<file path="src/hdl/kmd_pkg.sv">
// shared types, constants and helpers for the keypad matrix debouncer
`default_nettype none

package kmd_pkg;

    // keypad geometry
    localparam int ROWS      = 4;
    localparam int COLS      = 3;
    localparam int MAX_KEYS  = ROWS * COLS;

    // default number of scanned keys
    localparam int KEY_COUNT_DEF = MAX_KEYS;

    // field widths
    localparam int CNT_W  = 8;
    localparam int KEY_W  = 4;
    localparam int COL_W  = 3;

    // reset value of the threshold register
    localparam logic [CNT_W-1:0] NOISE_RESET = 8'd3;

    // sequencer states
    typedef enum logic [0:0] {
        ST_IDLE,
        ST_UPDATE
    } t_state;

    // result of one counter update
    typedef struct packed {
        logic [CNT_W-1:0] count;
        logic             fire;
    } t_upd;

    // active-low columns to a one-hot winner, left over center over right
    function automatic logic [COL_W-1:0] row_onehot(input logic [COL_W-1:0] cols);
        logic [COL_W-1:0] win;
        win[0] = ~cols[0];
        win[1] =  cols[0] & ~cols[1];
        win[2] =  cols[0] &  cols[1] & ~cols[2];
        return win;
    endfunction

endpackage

`default_nettype wire

</file>
<file path="src/hdl/kmd_cnt_unit.sv">
// shared counter update and threshold compare for one key per cycle
`default_nettype none

module kmd_cnt_unit (
    input  wire logic [kmd_pkg::CNT_W-1:0] i_count,
    input  wire logic                      i_pressed,
    input  wire logic [kmd_pkg::CNT_W-1:0] i_press_limit,
    output kmd_pkg::t_upd                  o_upd
);

    logic [kmd_pkg::CNT_W-1:0] w_thresh;
    logic [kmd_pkg::CNT_W-1:0] w_next;

    // clamp threshold to 1..254 so the saturated count still fits
    always_comb begin
        if (i_press_limit == '0) begin
            w_thresh = kmd_pkg::CNT_W'(1);
        end else if (i_press_limit == '1) begin
            w_thresh = kmd_pkg::CNT_W'(254);
        end else begin
            w_thresh = i_press_limit;
        end
    end

    // count up while pressed, saturate at threshold plus one, clear on release
    always_comb begin
        if (!i_pressed) begin
            w_next = '0;
        end else if (i_count <= w_thresh) begin
            w_next = i_count + kmd_pkg::CNT_W'(1);
        end else begin
            w_next = i_count;
        end
    end

    // new count and fire flag
    assign o_upd = {w_next, (w_next == w_thresh)};

endmodule

`default_nettype wire

</file>
<file path="src/hdl/kmd_emit.sv">
// event emitter: walks the fired-key mask in key order into an output register
`default_nettype none

module kmd_emit #(
    parameter int KEY_COUNT = kmd_pkg::KEY_COUNT_DEF
) (
    input  wire logic                      i_clk,
    input  wire logic                      i_rst_n,
    input  wire logic                      i_load,
    input  wire logic [KEY_COUNT-1:0]      i_mask,
    input  wire logic                      i_out_ready,
    output logic                           o_out_valid,
    output logic [kmd_pkg::KEY_W-1:0]      o_key_number,
    output logic                           o_last_event,
    output logic                           o_busy
);

    localparam int IW = $clog2(KEY_COUNT);

    logic [KEY_COUNT-1:0]      r_mask;
    logic                      r_valid;
    logic [kmd_pkg::KEY_W-1:0] r_key;
    logic                      r_last;

    logic [KEY_COUNT-1:0] w_low;
    logic [KEY_COUNT-1:0] w_rest;
    logic [IW-1:0]        w_idx;
    logic                 w_adv;

    // lowest pending key and what is left after it
    assign w_low  = r_mask & (~r_mask + KEY_COUNT'(1));
    assign w_rest = r_mask & ~w_low;

    // one-hot to index
    always_comb begin
        w_idx = '0;
        for (int k = 0; k < KEY_COUNT; k++) begin
            if (w_low[k]) begin
                w_idx = w_idx | IW'(k);
            end
        end
    end

    // move a beat into the output register when it is free or being taken
    assign w_adv = (r_mask != '0) && (!r_valid || i_out_ready);

    // control state
    always_ff @(posedge i_clk) begin
        if (!i_rst_n) begin
            r_mask  <= '0;
            r_valid <= 1'b0;
        end else begin
            if (i_load) begin
                r_mask <= i_mask;
            end else if (w_adv) begin
                r_mask <= w_rest;
            end
            if (w_adv) begin
                r_valid <= 1'b1;
            end else if (i_out_ready) begin
                r_valid <= 1'b0;
            end
        end
    end

    // output payload
    always_ff @(posedge i_clk) begin
        if (w_adv) begin
            r_key  <= kmd_pkg::KEY_W'(w_idx) + kmd_pkg::KEY_W'(1);
            r_last <= (w_rest == '0);
        end
    end

    assign o_out_valid  = r_valid;
    assign o_key_number = r_key;
    assign o_last_event = r_last;
    assign o_busy       = (r_mask != '0);

endmodule

`default_nettype wire

</file>
<file path="src/hdl/keypad_matrix_debounce.sv">
// top level: scan-tick debouncer for a 4 by 3 keypad matrix
`default_nettype none

// One scan tick (all four rows of active-low column readings) is taken per input
// beat. The press counters of the KEY_COUNT keys are then updated one key per
// cycle through a single shared increment and compare unit. Keys whose count
// reaches the threshold are queued and sent out in key order, one result beat
// per cycle while the consumer is ready, with the last beat of the tick flagged.
// The next tick is accepted once the update pass is done and every queued event
// has moved to the output register. Counters reset to zero at once; there is no
// clearing pass. The press threshold is clamped to 1..254 and is meant to be
// written only between ticks.
module keypad_matrix_debounce #(
    parameter int KEY_COUNT = kmd_pkg::KEY_COUNT_DEF
) (
    input  wire logic                      i_clk,
    input  wire logic                      i_rst_n,
    // configuration
    input  wire logic                      i_cfg_we,
    input  wire logic [kmd_pkg::CNT_W-1:0] i_cfg_wdata,
    // scan tick input
    input  wire logic                      i_in_valid,
    output logic                           o_in_ready,
    input  wire logic [kmd_pkg::COL_W-1:0] i_row_one_columns,
    input  wire logic [kmd_pkg::COL_W-1:0] i_row_two_columns,
    input  wire logic [kmd_pkg::COL_W-1:0] i_row_three_columns,
    input  wire logic [kmd_pkg::COL_W-1:0] i_row_four_columns,
    // key events
    output logic                           o_out_valid,
    input  wire logic                      i_out_ready,
    output logic [kmd_pkg::KEY_W-1:0]      o_key_number,
    output logic                           o_last_event
);

    localparam int IW = $clog2(KEY_COUNT);

    kmd_pkg::t_state           r_state;
    kmd_pkg::t_state           n_state;
    logic [IW-1:0]             r_idx;
    logic [KEY_COUNT-1:0]      r_pressed;
    logic [KEY_COUNT-1:0]      r_fire;
    logic [kmd_pkg::CNT_W-1:0] r_press_limit;
    logic [kmd_pkg::CNT_W-1:0] r_counters [KEY_COUNT];

    logic [kmd_pkg::MAX_KEYS-1:0] w_press_all;
    logic [KEY_COUNT-1:0]         w_fire_final;
    logic                         w_in_acc;
    logic                         w_last_key;
    logic                         w_load;
    logic                         w_emit_busy;
    kmd_pkg::t_upd                w_upd;

    // row winners, key 0 is row one left
    assign w_press_all = {kmd_pkg::row_onehot(i_row_four_columns),
                          kmd_pkg::row_onehot(i_row_three_columns),
                          kmd_pkg::row_onehot(i_row_two_columns),
                          kmd_pkg::row_onehot(i_row_one_columns)};

    assign w_in_acc   = i_in_valid && o_in_ready;
    assign w_last_key = (r_idx == IW'(KEY_COUNT - 1));

    // shared update unit
    kmd_cnt_unit u_cnt (
        .i_count       (r_counters[r_idx]),
        .i_pressed     (r_pressed[r_idx]),
        .i_press_limit (r_press_limit),
        .o_upd         (w_upd)
    );

    // fire mask including the key being updated now
    assign w_fire_final = r_fire | (KEY_COUNT'(w_upd.fire) << r_idx);

    // sequencer next state and outputs
    always_comb begin
        n_state    = r_state;
        o_in_ready = 1'b0;
        w_load     = 1'b0;
        case (r_state)
            kmd_pkg::ST_IDLE: begin
                o_in_ready = !w_emit_busy;
                if (i_in_valid && !w_emit_busy) begin
                    n_state = kmd_pkg::ST_UPDATE;
                end
            end
            kmd_pkg::ST_UPDATE: begin
                if (w_last_key) begin
                    w_load  = 1'b1;
                    n_state = kmd_pkg::ST_IDLE;
                end
            end
            default: begin
                n_state = kmd_pkg::ST_IDLE;
            end
        endcase
    end

    // state register
    always_ff @(posedge i_clk) begin
        if (!i_rst_n) begin
            r_state <= kmd_pkg::ST_IDLE;
        end else begin
            r_state <= n_state;
        end
    end

    // threshold register
    always_ff @(posedge i_clk) begin
        if (!i_rst_n) begin
            r_press_limit <= kmd_pkg::NOISE_RESET;
        end else if (i_cfg_we) begin
            r_press_limit <= i_cfg_wdata;
        end
    end

    // key walk index, latched tick and fire bits
    always_ff @(posedge i_clk) begin
        if (!i_rst_n) begin
            r_idx  <= '0;
            r_fire <= '0;
        end else if (w_in_acc) begin
            r_idx  <= '0;
            r_fire <= '0;
        end else if (r_state == kmd_pkg::ST_UPDATE) begin
            r_idx  <= w_last_key ? '0 : r_idx + IW'(1);
            r_fire <= w_fire_final;
        end
    end

    always_ff @(posedge i_clk) begin
        if (w_in_acc) begin
            r_pressed <= w_press_all[KEY_COUNT-1:0];
        end
    end

    // press counters
    always_ff @(posedge i_clk) begin
        if (!i_rst_n) begin
            for (int k = 0; k < KEY_COUNT; k++) begin
                r_counters[k] <= '0;
            end
        end else if (r_state == kmd_pkg::ST_UPDATE) begin
            r_counters[r_idx] <= w_upd.count;
        end
    end

    // event output stage
    kmd_emit #(
        .KEY_COUNT (KEY_COUNT)
    ) u_emit (
        .i_clk        (i_clk),
        .i_rst_n      (i_rst_n),
        .i_load       (w_load),
        .i_mask       (w_fire_final),
        .i_out_ready  (i_out_ready),
        .o_out_valid  (o_out_valid),
        .o_key_number (o_key_number),
        .o_last_event (o_last_event),
        .o_busy       (w_emit_busy)
    );

    // every accepted tick is back in idle once its update pass is over
    a_pass_len: assert property (@(posedge i_clk) disable iff (!i_rst_n)
        w_in_acc |-> ##(KEY_COUNT + 1) (r_state == kmd_pkg::ST_IDLE))
        else $error("update pass length wrong");

    // the key walk stays inside the counter array
    a_idx_range: assert property (@(posedge i_clk) disable iff (!i_rst_n)
        (r_state == kmd_pkg::ST_UPDATE) |-> (r_idx <= IW'(KEY_COUNT - 1)))
        else $error("key index out of range");

    // only a pressed key can fire
    a_fire_pressed: assert property (@(posedge i_clk) disable iff (!i_rst_n)
        (r_state == kmd_pkg::ST_UPDATE && w_upd.fire) |-> r_pressed[r_idx])
        else $error("released key fired");

    // emitted key numbers are real keys
    a_key_range: assert property (@(posedge i_clk) disable iff (!i_rst_n)
        o_out_valid |-> (o_key_number >= kmd_pkg::KEY_W'(1)
                         && o_key_number <= kmd_pkg::KEY_W'(KEY_COUNT)))
        else $error("key number out of range");

endmodule

`default_nettype wire

</file>
<file path="config.mk">
export PLATFORM = sky130hd
export DESIGN_NAME = keypad_matrix_debounce
export DESIGN_NICKNAME = d
export VERILOG_FILES = /design/src/hdl/kmd_pkg.sv /design/src/hdl/kmd_cnt_unit.sv /design/src/hdl/kmd_emit.sv /design/src/hdl/keypad_matrix_debounce.sv
export SDC_FILE = /design/constraint.sdc
export NUM_CORES = 1
export LEC_CHECK = 0
export BUFFER_PORTS_ARGS = -buffer_cell sky130_fd_sc_hd__buf_2
export CAP_MARGIN = 15
export CORE_ASPECT_RATIO = 0.9
export CORE_MARGIN = 1
export CORE_UTILIZATION = 54
export DETAILED_ROUTE_END_ITERATION = 8
export HOLD_SLACK_MARGIN = 0.03
export MAX_ROUTING_LAYER = met4
export PLACE_DENSITY = 0.71
export SETUP_SLACK_MARGIN = 0.4
export SYNTH_ARGS = -nofsm -noshare
export SYNTH_HDL_FRONTEND = slang
export SYNTH_SLANG_ARGS = --single-unit
</file>
<file path="constraint.sdc">
create_clock -name i_clk -period 10.25 [get_ports i_clk]
set_input_delay 2.05 -clock i_clk [delete_from_list [all_inputs] [get_ports i_clk]]
set_output_delay 2.05 -clock i_clk [all_outputs]
set_load 0.05 [all_outputs]
</file>
==> results.toml <==
[power]
internal-power_w = 0.00123
leakage_nw = 3.54
p_sw_w = 0.000420
p_seq_share_pct = 51.7
p_sw_share_pct = 25.5
peakVddDrop_mv = 0.121
clkPwrFrac_pct = 38.8
p_comb_share_pct = 9.5
power_density_nw_per_um2 = 169

[logic_synthesis]
syn_area_per_cell_um2 = 12.0
synthArstFlopShare_pct = 0
synthesis.instances = 752
ys_top_cells_by_area = "edfxtp_1 48%, dfxtp_1 9.4%, mux4_1 7.0%"
synth_flop_cell = "edfxtp_1"
netlist_area_um2 = 8990
synth-seq-cells = 187
muxShareOfSynthArea_pct = 11.3
synth-simple-area-share_pct = 16.3
synth-compound-area-share_pct = 8.03
synth_nets = 791
synth.distinct_cells = 72
synth_edf_count = 145
synth_top_area_share_pct = 48.4
ys_seq_area_share_pct = 57.8
synth_top_cell_by_area = "edfxtp_1"
synth_top_family_by_area = "simple AND/OR/NAND/NOR gates"
synth_adder_area_share_pct = 2.28
synth_warnings = 0
synth-xor-area-share_pct = 0.487

[sta]
min_period_ps = 5640
fin_hold_ws_ps = 456
rsz0062_at_grt = "no"
clock_skew_ps = 9.96
finalHoldViolCount = 0
drv_slew = 0
post-route-period-util_pct = 55.1
worst_slew_pin_slew_ps = 1050
slew_headroom_pct = 29.7
finalWorstSetupSlack_ps = 4610
finalSetupViolations = 0
fin_setup_tns_ps = 0
fmax_mhz = 177

[place]
place_congestion = 0.939
io_buffer_count = 31
dp_hpwl_um = 14300
dpl_cell_area_um2 = 9200
place_ws_ps = 4700

[setup_path]
worst-setup-path-type = "reg -> reg"
worstPathRequired_ps = 10610
worst-path-max-fanout = 32
critPathArrivalTime_ps = 6000
worstSetupStartpointType = "register"
cp-end-kind = "register"

[route]
finalWirelength_um = 20800
via_per_inst = 6.22
firstDrtPassIters = 6
drc = 0
vias = 6133
postRouteAntennaNets = 0
wl_per_cell_um = 21.1
drt_iter0_markers = 692

[global_route]
track_usage_pct = 26.0
grt_pass1_wl_um = 32500
grt_pass1_vias = 5873
antenna_found_initial = 0
grt.overflow.total = 0
grt_max_degree = 33

[final_layout]
layout-drive-gt1-share_pct = 12.6
fin_area_um2 = 9770
fin_nets = 805
final_cell_mix = "145 x nor2_1, 145 x edfxtp_1, 80 x nand2_1"
antenna_cells = 0
utilization_pct = 60.4
area_growth_pct = 8.70
fill_cells = 1285

[clocking]
numCtsBuffers = 17
cts_num_sinks = 187
cts_resized = 0
h-tree-depth = 4
cts_tree = "yes"
cts_buffer_depth = 2
cts_hold_buf = 0
post_cts_buffers = 0
clkLatencyLatePin_ps = 440
clk_pin_slew_ps = 70
clk_root_buffer_cell = "clkbuf_16"

[hold_path]
hold_path_class = "reg -> reg"

[floorplanning]
die_h_um = 124
dieArea_um2 = 17200
chipWidth_um = 138
ioPinCount = 32
rows = 44
core_area_um2 = 16200
start_util_pct = 55.5

[run]
max_cap_viol_count = 0

[run_status]
status = "finished clean"
final timing paths:
kind | slack (ps) | cells past startpoint | endpoint | startpoint
worst max-delay path | 4610 | 13 | u_emit.r_mask[9] | register
worst min register to register | 460 | 2 | r_fire[6] | r_fire[6]
worst max register to register | 4610 | 13 | u_emit.r_mask[9] | register
worst min-delay path | 460 | 2 | r_fire[6] | r_fire[6]
power groups by stage:
stage,sequential (W),clock [W],combinational (W)
detailed placement,0.000871,0,0.000153
CTS,0.000854,0.000642,0.000154
global route,0.000856,0.000676,0.000169
finish,0.000854,0.000640,0.000156
floorplan,0.000859,0,0.000123
global placement,0.000869,0,0.000148
synthesized netlist by cell type (2+ instances only):
cell / instances
or3_1: 4
xnor2_1: 3
nand3_1: 34
a21oi_1: 24
nor3_1: 3
and2_1: 9
mux4_1: 24
o311ai_0: 2
o22ai_1: 2
o41ai_1: 2
or4_1: 4
and4_1: 4
mux2i_1: 12
o31ai_1: 5
and3_1: 4
o21a_1: 2
nand4_1: 10
xor2_1: 2
a22oi_1: 5
inv_1: 29
edfxtp_1: 145
nand2_1: 80
nand4b_1: 2
or2_2: 3
nor4_1: 2
a2111oi_4: 2
maj3_1: 3
buf_12: 3
dfxtp_1: 42
buf_4: 2
o211ai_1: 10
nor2_1: 145
o21ai_0: 14
a22oi_2: 4
buf_6: 2
clkbuf_1: 27
o21ai_1: 13
buf_2: 5
nand3_2: 2
mux4_2: 11
ha_1: 14
nor2b_1: 6
nor2_2: 2
critical path: stages (launching register included):
cell and delay (ps):
dfxtp_2 1020, mux4_1 690, a22oi_1 260, nand2_2 200, ha_1 360, a211oi_1 200, nor2_1 120, or4bb_1 570
a21boi_1 300, nand2_1 180, a311o_1 380, a2111oi_4 780, nand4_1 210, a221oi_2 260
logic make-up (layout without fill, tap and decap cells):
| kind of cell | after synthesis | after routing |
|---|---|---|
| flops | 187 | 187 |
| xor+xnor | 5 | 5 |
| compound gates | 102 | 102 |
| buf+inv | 70 | 97 |
| mux | 48 | 48 |
| simple gates | 323 | 323 |
| fa+ha+maj | 17 | 17 |
through the flow:
stage	cells	total power, W
floorplan	752	0.000982
global placement	954	0.00102
detailed placement	954	0.00102
CTS	986	0.00165
global route	986	0.00170
finish	986	0.00165
layout make-up:
| cell class | instances | area (um2) | area share [%] |
|---|---|---|---|
| inverters | 31 | 119 | 1.22 |
| clock inverters | 15 | 143 | 1.46 |
| multi-input cells | 495 | 3450 | 35.3 |
| flip-flops and latches | 187 | 5200 | 53.2 |
| clock buffers | 17 | 425 | 4.35 |
| well taps | 207 | 259 | 2.65 |
| repair buffers | 34 | 178 | 1.82 |
sequential cells by signal, indices dropped and copies added (netlist names), named ones only:
name and cells:
r_counters 128, r_fire 12, r_pressed 12, u_emit.r_mask 12, r_press_limit 8, r_idx 4
u_emit.o_key_number 4, r_state 1, u_emit.o_last_event 1, u_emit.o_out_valid 1
routing by layer:
metal	up-vias	share of wire [%]	GRT usage (%)
met3	31	9.1	8.07
li1	2808	-	-
met5	-	0	-
met2	297	46	38.2
met4	0	2.0	7.82
met1	2997	43	34.6
(Power assumes the default switching activity.)
